## config.mk

```make
export PLATFORM = sky130hd
export DESIGN_NAME = jpeg_stream_detector_flat
export DESIGN_NICKNAME = d
export VERILOG_FILES = /design/src/hdl/jsd_pkg.sv /design/src/hdl/jsd_if.sv /design/src/hdl/jsd_cfg.sv /design/src/hdl/jsd_in_reg.sv /design/src/hdl/jsd_core.sv /design/src/hdl/jpeg_stream_detector.sv /design/src/flat_wrapper.sv
export VERILOG_INCLUDE_DIRS = /design/src /design/src/hdl
export SDC_FILE = /design/constraint.sdc
export NUM_CORES = 2
export LEC_CHECK = 0
export ABC_CLOCK_PERIOD_IN_PS = 12500
export BUFFER_PORTS_ARGS = -buffer_cell sky130_fd_sc_hd__clkbuf_2
export CAP_MARGIN = 15
export CORE_MARGIN = 2
export CORE_UTILIZATION = 50
export DETAILED_ROUTE_END_ITERATION = 6
export PLACE_DENSITY_LB_ADDON = 0.2
export SLEW_MARGIN = 20
export SYNTH_ARGS = -nofsm -noshare
export SYNTH_HDL_FRONTEND = slang
export SYNTH_SLANG_ARGS = --single-unit
```

## constraint.sdc

```tcl
create_clock -name clk -period 12.5 [get_ports clk]
set_input_delay 1.875 -clock clk [delete_from_list [all_inputs] [get_ports clk]]
set_output_delay 1.875 -clock clk [all_outputs]
set_load 0.05 [all_outputs]
```

## src/hdl/jpeg_stream_detector_defines.svh

```systemverilog
// assertion macros shared by the jpeg stream detector rtl
`ifndef JPEG_STREAM_DETECTOR_DEFINES_SVH
`define JPEG_STREAM_DETECTOR_DEFINES_SVH
`ifndef SYNTHESIS
`define JSD_ASSERT_IMP(lbl, clk_s, rst_s, ante, cons, msg) \
  lbl: assert property (@(posedge clk_s) disable iff (rst_s) (ante) |-> (cons)) \
    else $error(msg);
`define JSD_ASSERT_NXT(lbl, clk_s, rst_s, ante, cons, msg) \
  lbl: assert property (@(posedge clk_s) disable iff (rst_s) (ante) |=> (cons)) \
    else $error(msg);
`else
`define JSD_ASSERT_IMP(lbl, clk_s, rst_s, ante, cons, msg)
`define JSD_ASSERT_NXT(lbl, clk_s, rst_s, ante, cons, msg)
`endif
`endif

```

## src/hdl/jsd_pkg.sv

```systemverilog
// types and constants of the jpeg stream detector
`default_nettype none
package jsd_pkg;

  localparam int POS_WIDTH_DEFAULT = 48;
  localparam int FIELD_POS_W = 48;
  localparam int TIMEOUT_W = 24;
  localparam int WINDOW_W = 20;
  localparam int CFG_INDEX_W = 2;
  localparam int CFG_DATA_W = 24;

  localparam logic [TIMEOUT_W-1:0] TIMEOUT_RESET = 24'd262144;
  localparam logic [WINDOW_W-1:0] WINDOW_RESET = 20'd4096;

  localparam logic [23:0] SOI_PREFIX = 24'hffd8ff;
  localparam logic [7:0] MARK_FF = 8'hff;
  localparam logic [7:0] MARK_SOF_MASK = 8'hfe;
  localparam logic [7:0] MARK_SOF0 = 8'hc0;
  localparam logic [7:0] MARK_DHT = 8'hc4;
  localparam logic [7:0] MARK_DQT = 8'hdb;
  localparam logic [7:0] MARK_COM = 8'hfe;
  localparam logic [7:0] MARK_SEG_LOW = 8'hc1;
  localparam logic [31:0] SOF_MASK = 32'hfe0000ff;
  localparam logic [31:0] SOF_MATCH = 32'hc0000008;
  localparam logic [15:0] MARK_SOS = 16'hffda;
  localparam logic [15:0] MARK_EOI = 16'hffd9;
  localparam logic [15:0] MARK_SOI = 16'hffd8;
  localparam logic [7:0] RST_MATCH = 8'hd0;
  localparam logic [7:0] RST_MASK = 8'hf8;

  typedef enum logic [1:0] {
    MODE_IDLE = 2'd0,
    MODE_HEAD = 2'd1,
    MODE_SCAN = 2'd2,
    MODE_END  = 2'd3
  } mode_t;

  typedef enum logic [CFG_INDEX_W-1:0] {
    REG_HEADER_TIMEOUT       = 2'd0,
    REG_FRAME_TO_SCAN_WINDOW = 2'd1
  } cfg_reg_t;

  typedef enum logic {
    CMD_BYTE  = 1'b0,
    CMD_CLEAR = 1'b1
  } cmd_t;

  typedef struct packed {
    logic [TIMEOUT_W-1:0] header_timeout;
    logic [WINDOW_W-1:0] frame_to_scan_window;
  } cfg_t;

  typedef struct packed {
    logic cmd;
    logic [7:0] data_byte;
    logic new_block;
    logic [FIELD_POS_W-1:0] block_pos;
  } in_item_t;

endpackage
`default_nettype wire

```

## src/hdl/jsd_if.sv

```systemverilog
// channel interfaces of the jpeg stream detector
`default_nettype none
interface jsd_in_if import jsd_pkg::*; ();
  logic valid;
  logic ready;
  logic cmd;
  logic [7:0] data_byte;
  logic new_block;
  logic [FIELD_POS_W-1:0] block_pos;
  modport source (output valid, cmd, data_byte, new_block, block_pos, input ready);
  modport sink (input valid, cmd, data_byte, new_block, block_pos, output ready);
endinterface

interface jsd_out_if import jsd_pkg::*; ();
  logic valid;
  logic ready;
  logic [1:0] status;
  logic end_now;
  logic [FIELD_POS_W-1:0] image_start;
  logic [FIELD_POS_W-1:0] image_end;
  modport source (output valid, status, end_now, image_start, image_end, input ready);
  modport sink (input valid, status, end_now, image_start, image_end, output ready);
endinterface

interface jsd_cfg_if import jsd_pkg::*; ();
  logic valid;
  logic ready;
  logic [CFG_INDEX_W-1:0] index;
  logic [CFG_DATA_W-1:0] data;
  modport source (output valid, index, data, input ready);
  modport sink (input valid, index, data, output ready);
endinterface
`default_nettype wire

```

## src/hdl/jsd_cfg.sv

```systemverilog
// configuration registers of the jpeg stream detector
`default_nettype none
module jsd_cfg import jsd_pkg::*; (
  input wire logic clk,
  input wire logic rst,
  jsd_cfg_if.sink cfg_ch,
  output cfg_t cfg
);

  assign cfg_ch.ready = 1'b1;

  always_ff @(posedge clk) begin
    if (rst) begin
      cfg.header_timeout <= TIMEOUT_RESET;
      cfg.frame_to_scan_window <= WINDOW_RESET;
    end else if (cfg_ch.valid) begin
      case (cfg_ch.index)
        REG_HEADER_TIMEOUT: cfg.header_timeout <= cfg_ch.data[TIMEOUT_W-1:0];
        REG_FRAME_TO_SCAN_WINDOW: cfg.frame_to_scan_window <= cfg_ch.data[WINDOW_W-1:0];
        default: ;
      endcase
    end
  end

endmodule
`default_nettype wire

```

## src/hdl/jsd_in_reg.sv

```systemverilog
// input register stage of the jpeg stream detector
`default_nettype none
`include "jpeg_stream_detector_defines.svh"
module jsd_in_reg import jsd_pkg::*; (
  input wire logic clk,
  input wire logic rst,
  jsd_in_if.sink src,
  output in_item_t item,
  output logic item_valid,
  input wire logic item_take
);

  assign src.ready = !item_valid || item_take;

  always_ff @(posedge clk) begin
    if (rst) begin
      item_valid <= 1'b0;
    end else if (src.ready) begin
      item_valid <= src.valid;
    end
  end

  always_ff @(posedge clk) begin
    if (src.valid && src.ready) begin
      item.cmd <= src.cmd;
      item.data_byte <= src.data_byte;
      item.new_block <= src.new_block;
      item.block_pos <= src.block_pos;
    end
  end

  `JSD_ASSERT_NXT(a_accept_held, clk, rst, src.valid && src.ready, item_valid, "accepted transaction not held")

endmodule
`default_nettype wire

```

## src/hdl/jsd_core.sv

```systemverilog
// marker detection state and result register of the jpeg stream detector
`default_nettype none
`include "jpeg_stream_detector_defines.svh"
module jsd_core import jsd_pkg::*; #(
  parameter int POS_WIDTH = POS_WIDTH_DEFAULT
) (
  input wire logic clk,
  input wire logic rst,
  input wire cfg_t cfg,
  input wire in_item_t item,
  input wire logic item_valid,
  output logic item_take,
  jsd_out_if.source res
);

  mode_t mode, mode_next;
  logic [31:0] window, window_next;
  logic [POS_WIDTH-1:0] position, position_next;
  logic [POS_WIDTH-1:0] soi_pos, soi_pos_next;
  logic [POS_WIDTH-1:0] next_segment_pos, next_segment_pos_next;
  logic [POS_WIDTH-1:0] frame_pos, frame_pos_next;
  logic [POS_WIDTH-1:0] scan_pos, scan_pos_next;
  logic [POS_WIDTH-1:0] eoi_pos, eoi_pos_next;
  logic [POS_WIDTH-1:0] end_pos, end_pos_next;
  logic frame_ok, frame_ok_next;
  logic scan_ok, scan_ok_next;
  logic eoi_ok, eoi_ok_next;
  logic ended;

  logic [7:0] c;
  logic [7:0] older;
  logic [31:0] w;
  logic [POS_WIDTH-1:0] p;
  logic [POS_WIDTH:0] seg_sum;
  logic opens;
  logic seg_hit;
  logic seg_before;
  logic frm_hit;
  logic sos_hit;
  logic timed_out;
  logic end_hit;
  mode_t mode_mid;
  logic [POS_WIDTH-1:0] tmo_ext;
  logic [POS_WIDTH-1:0] win_ext;

  assign item_take = item_valid && (!res.valid || res.ready);

  always_comb begin
    c = item.data_byte;
    older = window[31:24];
    w = {window[23:0], c};
    p = item.new_block ? POS_WIDTH'(item.block_pos) : position;
    tmo_ext = POS_WIDTH'(cfg.header_timeout);
    win_ext = POS_WIDTH'(cfg.frame_to_scan_window);
    opens = (w[31:8] == SOI_PREFIX) &&
            (((c & MARK_SOF_MASK) == MARK_SOF0) || (c == MARK_DHT) ||
             ((c >= MARK_DQT) && (c <= MARK_COM)));
    seg_hit = (next_segment_pos == p) && (w[31:24] == MARK_FF) &&
              (w[23:16] > MARK_SEG_LOW) && (w[23:16] < MARK_FF);
    seg_sum = {1'b0, p} + (POS_WIDTH + 1)'(w[15:0]) + (POS_WIDTH + 1)'(2);
    seg_before = seg_hit ? seg_sum[POS_WIDTH] : (next_segment_pos < p);
    frm_hit = seg_before && (older == MARK_FF) && ((w & SOF_MASK) == SOF_MATCH);
    sos_hit = (w[15:0] == MARK_SOS) &&
              (frm_hit ? ((p > soi_pos) && (win_ext != '0))
                       : (frame_ok && (frame_pos > soi_pos) &&
                          ((p - frame_pos) < win_ext)));

    mode_next = mode;
    window_next = window;
    position_next = position;
    soi_pos_next = soi_pos;
    next_segment_pos_next = next_segment_pos;
    frame_pos_next = frame_pos;
    scan_pos_next = scan_pos;
    eoi_pos_next = eoi_pos;
    end_pos_next = end_pos;
    frame_ok_next = frame_ok;
    scan_ok_next = scan_ok;
    eoi_ok_next = eoi_ok;
    ended = 1'b0;
    mode_mid = mode;
    timed_out = 1'b0;
    end_hit = 1'b0;

    if (item.cmd == CMD_CLEAR) begin
      mode_next = MODE_IDLE;
      window_next = '0;
      position_next = '0;
      soi_pos_next = '0;
      next_segment_pos_next = '0;
      frame_pos_next = '0;
      scan_pos_next = '0;
      eoi_pos_next = '0;
      end_pos_next = '0;
      frame_ok_next = 1'b0;
      scan_ok_next = 1'b0;
      eoi_ok_next = 1'b0;
    end else begin
      window_next = w;
      position_next = p + POS_WIDTH'(1);
      unique case (mode)
        MODE_IDLE: begin
          if (opens) begin
            mode_next = MODE_HEAD;
            soi_pos_next = p;
            next_segment_pos_next = p + POS_WIDTH'(2);
            frame_ok_next = 1'b0;
            scan_ok_next = 1'b0;
            eoi_ok_next = 1'b0;
            frame_pos_next = '0;
            scan_pos_next = '0;
            eoi_pos_next = '0;
          end
        end
        MODE_HEAD, MODE_SCAN: begin
          if (seg_hit) begin
            next_segment_pos_next = seg_sum[POS_WIDTH-1:0];
          end
          if (frm_hit) begin
            frame_pos_next = p;
            frame_ok_next = 1'b1;
          end
          if (sos_hit) begin
            scan_pos_next = p;
            scan_ok_next = 1'b1;
            mode_mid = MODE_SCAN;
          end
          timed_out = ((p - soi_pos) > tmo_ext) && !scan_ok_next;
          mode_next = timed_out ? MODE_IDLE : mode_mid;
          if (!timed_out && (mode_mid == MODE_SCAN)) begin
            if (w[15:0] == MARK_EOI) begin
              eoi_pos_next = p;
              eoi_ok_next = 1'b1;
            end
            end_hit = (scan_ok_next && eoi_ok_next && (w[15:0] == MARK_SOI)) ||
                      (scan_ok_next && (p > scan_pos_next) && (w[15:8] == MARK_FF) &&
                       (c != 8'h00) && ((c & RST_MASK) != RST_MATCH));
            if (end_hit) begin
              mode_next = MODE_END;
              end_pos_next = p + POS_WIDTH'(1);
              ended = 1'b1;
            end
          end
        end
        MODE_END: ;
      endcase
    end
  end

  always_ff @(posedge clk) begin
    if (rst) begin
      mode <= MODE_IDLE;
      window <= '0;
      position <= '0;
      soi_pos <= '0;
      next_segment_pos <= '0;
      frame_pos <= '0;
      scan_pos <= '0;
      eoi_pos <= '0;
      end_pos <= '0;
      frame_ok <= 1'b0;
      scan_ok <= 1'b0;
      eoi_ok <= 1'b0;
    end else if (item_take) begin
      mode <= mode_next;
      window <= window_next;
      position <= position_next;
      soi_pos <= soi_pos_next;
      next_segment_pos <= next_segment_pos_next;
      frame_pos <= frame_pos_next;
      scan_pos <= scan_pos_next;
      eoi_pos <= eoi_pos_next;
      end_pos <= end_pos_next;
      frame_ok <= frame_ok_next;
      scan_ok <= scan_ok_next;
      eoi_ok <= eoi_ok_next;
    end
  end

  // result register
  always_ff @(posedge clk) begin
    if (rst) begin
      res.valid <= 1'b0;
    end else if (item_take) begin
      res.valid <= 1'b1;
    end else if (res.ready) begin
      res.valid <= 1'b0;
    end
  end

  always_ff @(posedge clk) begin
    if (item_take) begin
      res.status <= mode_next;
      res.end_now <= ended;
      res.image_start <= (mode_next == MODE_SCAN || mode_next == MODE_END) ?
                         FIELD_POS_W'(soi_pos - POS_WIDTH'(3)) : '0;
      res.image_end <= (mode_next == MODE_END) ? FIELD_POS_W'(end_pos_next) : '0;
    end
  end

  `JSD_ASSERT_IMP(a_end_flag_status, clk, rst, res.valid && res.end_now,
                  res.status == MODE_END, "end flag without ended status")
  `JSD_ASSERT_IMP(a_start_zero, clk, rst,
                  res.valid && (res.status == MODE_IDLE || res.status == MODE_HEAD),
                  res.image_start == '0, "image start set before scan")
  `JSD_ASSERT_NXT(a_end_sticky, clk, rst,
                  mode == MODE_END && !(item_take && item.cmd == CMD_CLEAR),
                  mode == MODE_END, "ended state left without clear")

endmodule
`default_nettype wire

```

## src/hdl/jpeg_stream_detector.sv

```systemverilog
// top level of the jpeg stream detector
// usage:
//   byte_in carries one transaction per stream byte: cmd 0 scans data_byte
//   (new_block loads block_pos as the byte's position first), cmd 1 clears
//   the detector to idle. result_out returns exactly one transaction per
//   input transaction with status, end_now and the image start/end positions.
//   cfg writes header_timeout (index 0) and frame_to_scan_window (index 1);
//   it is always ready and takes effect on the next byte.
// path: each input transaction is registered in the input register, and
//   its result is registered in the result register.
// throughput: one byte per cycle unless result_out stalls; the detector state
//   updates in a single pass of compare and add logic between the registers.
// reset: rst is synchronous; the detector returns to idle with zero
//   positions and the configuration returns to its default values.
// stall: when result_out is not taken, the result is held, one more byte
//   waits in the input register and byte_in drops ready after that.
`default_nettype none
module jpeg_stream_detector import jsd_pkg::*; #(
  parameter int POS_WIDTH = POS_WIDTH_DEFAULT
) (
  input wire logic clk,
  input wire logic rst,
  jsd_in_if.sink byte_in,
  jsd_out_if.source result_out,
  jsd_cfg_if.sink cfg
);

  cfg_t cfg_regs;
  in_item_t item;
  logic item_valid;
  logic item_take;

  jsd_cfg u_cfg (
    .clk(clk),
    .rst(rst),
    .cfg_ch(cfg),
    .cfg(cfg_regs)
  );

  jsd_in_reg u_in_reg (
    .clk(clk),
    .rst(rst),
    .src(byte_in),
    .item(item),
    .item_valid(item_valid),
    .item_take(item_take)
  );

  jsd_core #(
    .POS_WIDTH(POS_WIDTH)
  ) u_core (
    .clk(clk),
    .rst(rst),
    .cfg(cfg_regs),
    .item(item),
    .item_valid(item_valid),
    .item_take(item_take),
    .res(result_out)
  );

endmodule
`default_nettype wire

```

## src/flat_wrapper.sv

```systemverilog
// flat-port wrapper written by rule: the top's interface ports become plain ports
module jpeg_stream_detector_flat import jsd_pkg::*;
#(
  parameter int POS_WIDTH = POS_WIDTH_DEFAULT
)
  (clk, rst, byte_in_valid, byte_in_cmd, byte_in_data_byte, byte_in_new_block, byte_in_block_pos, byte_in_ready, result_out_valid, result_out_status, result_out_end_now, result_out_image_start, result_out_image_end, result_out_ready, cfg_valid, cfg_index, cfg_data, cfg_ready);
  jsd_in_if byte_in_i ();
  jsd_out_if result_out_i ();
  jsd_cfg_if cfg_i ();
  input wire logic clk;
  input wire logic rst;
  input wire logic [$bits(byte_in_i.valid)-1:0] byte_in_valid;
  input wire logic [$bits(byte_in_i.cmd)-1:0] byte_in_cmd;
  input wire logic [$bits(byte_in_i.data_byte)-1:0] byte_in_data_byte;
  input wire logic [$bits(byte_in_i.new_block)-1:0] byte_in_new_block;
  input wire logic [$bits(byte_in_i.block_pos)-1:0] byte_in_block_pos;
  output wire logic [$bits(byte_in_i.ready)-1:0] byte_in_ready;
  output wire logic [$bits(result_out_i.valid)-1:0] result_out_valid;
  output wire logic [$bits(result_out_i.status)-1:0] result_out_status;
  output wire logic [$bits(result_out_i.end_now)-1:0] result_out_end_now;
  output wire logic [$bits(result_out_i.image_start)-1:0] result_out_image_start;
  output wire logic [$bits(result_out_i.image_end)-1:0] result_out_image_end;
  input wire logic [$bits(result_out_i.ready)-1:0] result_out_ready;
  input wire logic [$bits(cfg_i.valid)-1:0] cfg_valid;
  input wire logic [$bits(cfg_i.index)-1:0] cfg_index;
  input wire logic [$bits(cfg_i.data)-1:0] cfg_data;
  output wire logic [$bits(cfg_i.ready)-1:0] cfg_ready;
  assign byte_in_i.valid = byte_in_valid;
  assign byte_in_i.cmd = byte_in_cmd;
  assign byte_in_i.data_byte = byte_in_data_byte;
  assign byte_in_i.new_block = byte_in_new_block;
  assign byte_in_i.block_pos = byte_in_block_pos;
  assign byte_in_ready = byte_in_i.ready;
  assign result_out_valid = result_out_i.valid;
  assign result_out_status = result_out_i.status;
  assign result_out_end_now = result_out_i.end_now;
  assign result_out_image_start = result_out_i.image_start;
  assign result_out_image_end = result_out_i.image_end;
  assign result_out_i.ready = result_out_ready;
  assign cfg_i.valid = cfg_valid;
  assign cfg_i.index = cfg_index;
  assign cfg_i.data = cfg_data;
  assign cfg_ready = cfg_i.ready;
  jpeg_stream_detector #(.POS_WIDTH(POS_WIDTH)) u_core (.clk(clk), .rst(rst), .byte_in(byte_in_i), .result_out(result_out_i), .cfg(cfg_i));
endmodule
```

# ---- Yosys cells after proc, flatten, opt, wreduce, memory -nomap -nowiden
# Index checks and enable logic that the tools add are counted.
dict set report totals {
  register_bits 528
  latch_bits 0
  ramBits 0
  romBits 0
  in_bits 89
  wordCells 165
  memories 0
}
dict set report op_classes {
  n_addsub 7
  mul 0
  n_div 0
  magnitude_cmp 10
  n_eq_ne 22
  shift 0
  muxes 53
  bitwise 2
  n_reduce_logical 48
}
# cell count
set ops {}
lappend ops {{$mux W48} 19}
lappend ops {{$pmux W48 S2} 3}
lappend ops {{$gt A48 B48 Y1} 3}
lappend ops {{$sub A48 B48 Y48} 2}
lappend ops {{$add A48 B16 Y49} 1}
lappend ops {{$add A49 B2 Y49 const B} 1}
lappend ops {{$add A48 B1 Y48 const B} 1}
lappend ops {{$add A48 B2 Y48 const B} 1}
lappend ops {{$eq A16 B16 Y1 const B} 3}
lappend ops {{$eq A48 B48 Y1} 1}
lappend ops {{$gt A48 B24 Y1} 1}
lappend ops {{$lt A48 B20 Y1} 1}
lappend ops {{$lt A48 B48 Y1} 1}
lappend ops {{$sub A48 B2 Y48 const B} 1}
lappend ops {{$eq A8 B8 Y1 const B} 4}
lappend ops {{$mux W32} 1}
lappend ops {{$eq A24 B24 Y1 const B} 1}
lappend ops {{$logic_and A1 B1 Y1} 21}
lappend ops {{$reduce_bool A20 Y1} 1}
lappend ops {{$mux W1} 18}
lappend ops {{$mux W2} 8}
lappend ops {{$eq A15 B15 Y1 const B} 1}
lappend ops {{$ne A3 B2 Y1 const B} 4}
lappend ops {{$reduce_and A4 Y1} 3}
lappend ops {{other kinds (21)} 41}

# ---- Longest topological paths before layout
dict set report logic_depth {
  word_depth 29
  depth_mapped 45
  depth_no_buf 36
}

# ---- Modules after synthesis
# A second synthesis with hierarchy kept.
dict set report hier_totals {
  cells_unflattened 4036
  hier_area_um2 35147.5
}
# module instances cells_each area_per_inst_um2 seq_area_each_um2
set modules_own_cells {}
lappend modules_own_cells {jsd_core 1 3797 31457.7 9499.1}
lappend modules_own_cells {jsd_cfg 1 176 1893.1 880.8}
lappend modules_own_cells {jsd_in_reg 1 63 1796.7 1761.7}

# ---- Worst setup path after synthesis
# No wires, ideal clock.
dict set report synth_path {
  path_kind {register to register}
  from {register, netlist name u_core.u_in_reg.item[48]}
  to {register u_core.u_core.res.image_end[10] (data pin)}
  setup_time_ps 276
  t_arrival_ps 8755
  path_slack_ps 3469
  path_stages_with_launch 41
  path_buffers 8
  period_less_slack_ps 9031
  path_cell_list {edfxtp_1 buf_2 buf_2 buf_2 mux2i_1 inv_1 ha_1 nand2_1 a2111oi_0 o21ai_0 a31oi_1 o21ai_0 o31ai_1 xor2_1 ha_1 or3_1 a2111oi_0 nand2_1 [... 5 more ...] clkbuf_1 buf_2 buf_2 nor4_1 or2_2 ha_1 a21o_1 a21o_1 a21oi_1 nor2_1 a2111o_1 o211a_1 nor3b_1 a32o_1 buf_4 a211oi_2 buf_2 nor4_2}
}
dict set report synth_via {
  elab_chain_cells 24
  word_cells_on_any_way 53
  classes_between {5 x add/sub; 5 x order compare; 3 x eq/ne; 21 x mux; 19 x reduce/logical}
}
# item line
set synth_lines {}
lappend synth_lines {{$mux W48 *} jsd_core.sv:52} ;# p = item.new_block ? POS_WIDTH'(item.block_pos) : position;
lappend synth_lines {{branches (longest 23 deep; another with $add A48 B16 Y49)} -}
lappend synth_lines {{end signal, assigned} jsd_core.sv:197} ;# res.image_end <= (mode_next == MODE_END) ? FIELD_POS_W'(end_pos_next) : '0;
lappend synth_lines {{end, declared} jsd_if.sv:21} ;# modport source (output valid, status, end_now, image_start, image_end, input ready);
# Mark *: on every way between the ends. The select of a mux whose other input is x is not followed.
# A chain may end at the register's enable or synchronous reset.

# ---- Final worst setup path
dict set report layout_path {
  from {register, netlist name u_core.u_in_reg.item[48]}
  to {register u_core.u_core.end_pos[45]}
}
dict set report layout_via {
  elab_chain_cells 23
  word_cells_on_any_way 47
  classes_between {5 x add/sub; 5 x order compare; 2 x eq/ne; 16 x mux; 19 x reduce/logical}
}
# item line
set layout_lines {}
lappend layout_lines {{$mux W48 *} jsd_core.sv:52}
lappend layout_lines {{branches (longest 19 deep; another with $add A48 B16 Y49)} -}
lappend layout_lines {{$mux W48 *} jsd_core.sv:130} ;# if (!timed_out && (mode_mid == MODE_SCAN)) begin
lappend layout_lines {{$mux W48 *} jsd_core.sv:101} ;# unique case (mode)
lappend layout_lines {{$mux W48 *} jsd_core.sv:85} ;# if (item.cmd == CMD_CLEAR) begin
lappend layout_lines {{end signal, assigned} jsd_core.sv:173} ;# end_pos <= end_pos_next;
lappend layout_lines {{end, declared} jsd_core.sv:24} ;# logic [POS_WIDTH-1:0] end_pos, end_pos_next;
# Marked as above.

==> results.json <==
{
  "hold_viol_final": 0,
  "io_pins": 191,
  "cts_resized": 0,
  "synth-seq-cells": 528,
  "post-cts-setup-buffer-count": 0,
  "cts_made_buffers": 60,
  "hold_path_startpoint": "u_core.u_cfg.cfg[26]$_SDFFE_PP0P_",
  "ant_nets": 0,
  "synth-async-reset-ratio": 0,
  "core_area_um2": 70000,
  "synth_ff_type": "dfxtp_1",
  "die_w_um": 270,
  "track_usage": 0.306,
  "worst-path-buf-inv": 4,
  "synth-edff-count": 157,
  "dieHeight_um": 270,
  "layout_setup_ws_ps": 1520,
  "clk_path_buf_depth": 3,
  "overflow": 0,
  "path_depth": 36,
  "endpoint_kind": "flop",
  "synth.largest_area_cell": "dfxtp_1",
  "clock_skew_ps": 48.2,
  "total_power_mw": 4.65,
  "nNetsFinal": 4599,
  "drt-wirelength-per-cell_um": 22.2,
  "num_antenna_cells": 0,
  "cp_slowest_cell": "mux2i_1",
  "yosys-top-cells-area": "dfxtp_1 (21%), edfxtp_1 (13%), ha_1 (11%)",
  "setup_viol": 0,
  "power.density_nw_per_um2": 118,
  "vias": 32000,
  "start_util": 0.505,
  "fin_crit_sh": 0.879,
  "period_needed_ps": 10980,
  "seq_area_frac_synth": 0.343,
  "floorplan.rows": 97,
  "wl_um": 115000,
  "reg2reg_depth": 36,
  "syn_area_per_cell_um2": 8.69,
  "drtIter0Drc": 3139,
  "worst_ep_arrival_time_ps": 11580,
  "setup.worst_path.start": "u_core.u_in_reg.item[48]$_DFFE_PP_",
  "hp-class": "reg2reg",
  "syn_inst": 4071,
  "rrSetupSlack_ps": 1520,
  "fin_setup_tns_ps": 0,
  "fmax_mhz": 91.1,
  "route.detailed.drc": 0,
  "critPathKind": "reg2reg",
  "max_cap_viol_count": 0,
  "rr_startpoint": "u_core.u_in_reg.item[48]$_DFFE_PP_",
  "port_buffers": 189,
  "holdBufCountCts": 0,
  "grt_max_degree": 187,
  "cp_top_family": "compound AO/OA/AOI/OAI gates",
  "crit_required_ps": 13100,
  "clock-root-buffer": "clkbuf_16",
  "dp_cells": 5064,
  "rsz0062_at_grt": "no",
  "path_max_fanout": 50,
  "final_cells": 5178,
  "status": "complete, no violations",
  "max_slew.worst_pin.slew_ps": 1060,
  "hpwl_um": 86500,
  "clkSinkCount": 528,
  "synth_nets": 4483,
  "synth_area_um2": 35400,
  "drive_gt1_frac": 0.133,
  "final_util": 0.565,
  "whs_path_depth": 2,
  "design_area_um2": 39600,
  "critical-path-max-stage-delay_ps": 740,
  "dp_slack_ps": 1870,
  "place.gp.congestion": 0.986,
  "avgViaCountPerCell": 6.17,
  "place_area_um2": 37400,
  "drt_pass1_iterations": 5,
  "peakVddDrop_mv": 0.110,
  "synth_top_area_frac": 0.210,
  "relSlewSlack": 0.287,
  "power.leakage_nw": 15.1,
  "grt_pass1_wl_um": 177000,
  "antenna_found_initial": 1,
  "critPathLaunchType": "flop",
  "holdWs_ps": 454,
  "drv_slew": 0,
  "synthDistinctLibCells": 96,
  "clk-insertion-delay-late_ps": 670,
  "grt_pass1_vias": 30300,
  "yosysWarnings": 0,
  "clk_pin_slew_ps": 60,
  "htree_levels": 2,
  "cts_tree": "built",
  "area_delta_synth_final_pct": 11.8,
  "dieArea_um2": 72900
}
==> power by group <==
group          switching, mW  leakage (nW)  internal [mW]
logic                  0.607          9.65          0.295
clock network          0.786          1.04           1.14
registers             0.0228          4.43           1.80
total                   1.41          15.1           3.23
==> path summary, 6_finish.rpt <==
kind                                            endpoint
setup / recovery  u_core.u_core.end_pos[45]$_SDFFE_PP0P_
hold / removal         u_core.u_cfg.cfg[26]$_SDFFE_PP0P_
setup reg to reg  u_core.u_core.end_pos[45]$_SDFFE_PP0P_
hold reg to reg        u_core.u_cfg.cfg[26]$_SDFFE_PP0P_
==> synth_stat cells (51+ instances only) <==
library cell and n:
clkbuf_1 171, nor3_1 101, a31oi_1 64, nor2_1 330
a21oi_1 342, xnor2_1 166, o21ai_0 114, or2_2 57
or3_1 82, mux2i_1 107, a22o_1 75, dfxtp_1 371
nor4_1 86, nand4_1 85, a21o_1 98, edfxtp_1 157
inv_1 226, a22oi_1 103, nand3_1 77, nand2_1 356
nor4_2 51, ha_1 320
==> flip-flops by register name (all words and copies together), names as in the netlist <==
signal / cells
u_core.u_cfg.cfg: 44
u_core.u_core.end_pos: 48
u_core.u_core.eoi_ok: 1
u_core.u_core.frame_ok: 1
u_core.u_core.frame_pos: 48
u_core.u_core.mode: 2
u_core.u_core.next_segment_pos: 48
u_core.u_core.position: 48
u_core.u_core.res.end_now: 1
u_core.u_core.res.image_end: 48
u_core.u_core.res.image_start: 48
u_core.u_core.res.status: 2
u_core.u_core.res.valid: 1
u_core.u_core.scan_ok: 1
u_core.u_core.scan_pos: 48
u_core.u_core.soi_pos: 48
u_core.u_core.window: 32
u_core.u_in_reg.item: 58
u_core.u_in_reg.item_valid: 1
==> placed cells by master (no fill, tap or decap), types with 14 or more instances in the layout <==
master	Yosys	routed
buf_4	6	86
nand2b_1	24	23
ha_1	320	320
o21a_1	20	20
nor3_2	29	29
or2_2	57	57
a22oi_1	103	103
clkinv_2	0	14
nor4_2	51	52
nand2_1	356	356
dfxtp_1	371	371
a22o_1	75	74
nor2b_1	21	21
a21oi_1	342	340
nor3b_1	40	39
clkbuf_16	0	62
nor3_1	101	100
o211ai_1	20	20
nor2_1	330	329
a21o_1	98	97
mux2i_1	107	107
nand3_1	77	77
or3_1	82	82
o21bai_1	17	17
xor2_1	36	36
a211oi_1	25	25
nor4_1	86	85
a31oi_1	64	64
o21ai_0	114	114
nand4_1	85	85
inv_1	226	225
xnor2_1	166	166
o32ai_1	50	50
edfxtp_1	157	157
clkbuf_2	0	188
==> worst reg2reg max path: cells and delay by family (launching register included) <==
kind                       cells  cell delay (ps)
buffers and inverters          4             1650
adders and majority gates      3             1090
AOI/OAI and AO/OA             15             4510
muxes                          1              750
DFF                            1              610
and+or+nand+nor               12             2170
xor gates and xnor gates       1              160
==> cell families (layout without fill, tap and decap cells) <==
kind of cell    count (synthesis)  in the layout  synth area share
flops                         528            528             0.343
fa+ha+maj                     323            323             0.115
xor+xnor                      202            202            0.0500
other cells                     1              1          0.000106
compound gates               1043           1043             0.197
mux                           109            109            0.0309
buf+inv                       462            629            0.0534
simple gates                 1403           1403             0.210
==> metal layers <==
layer | GRT usage | part of all wire
met1 | 0.439 | 0.46
met2 | 0.479 | 0.44
met3 | 0.0353 | 0.070
met4 | 0.101 | 0.035
met5 | 0 | 0
==> final cells by class <==
type	count	area, µm²
repair buffers	282	1740
flip-flops and latches	528	12100
clock inverters	42	548
clock buffers	71	1620
fillers	6451	30500
inverters	234	881
well taps	940	1180
multi-input cells	3081	21500
(Power assumes the default switching activity.)
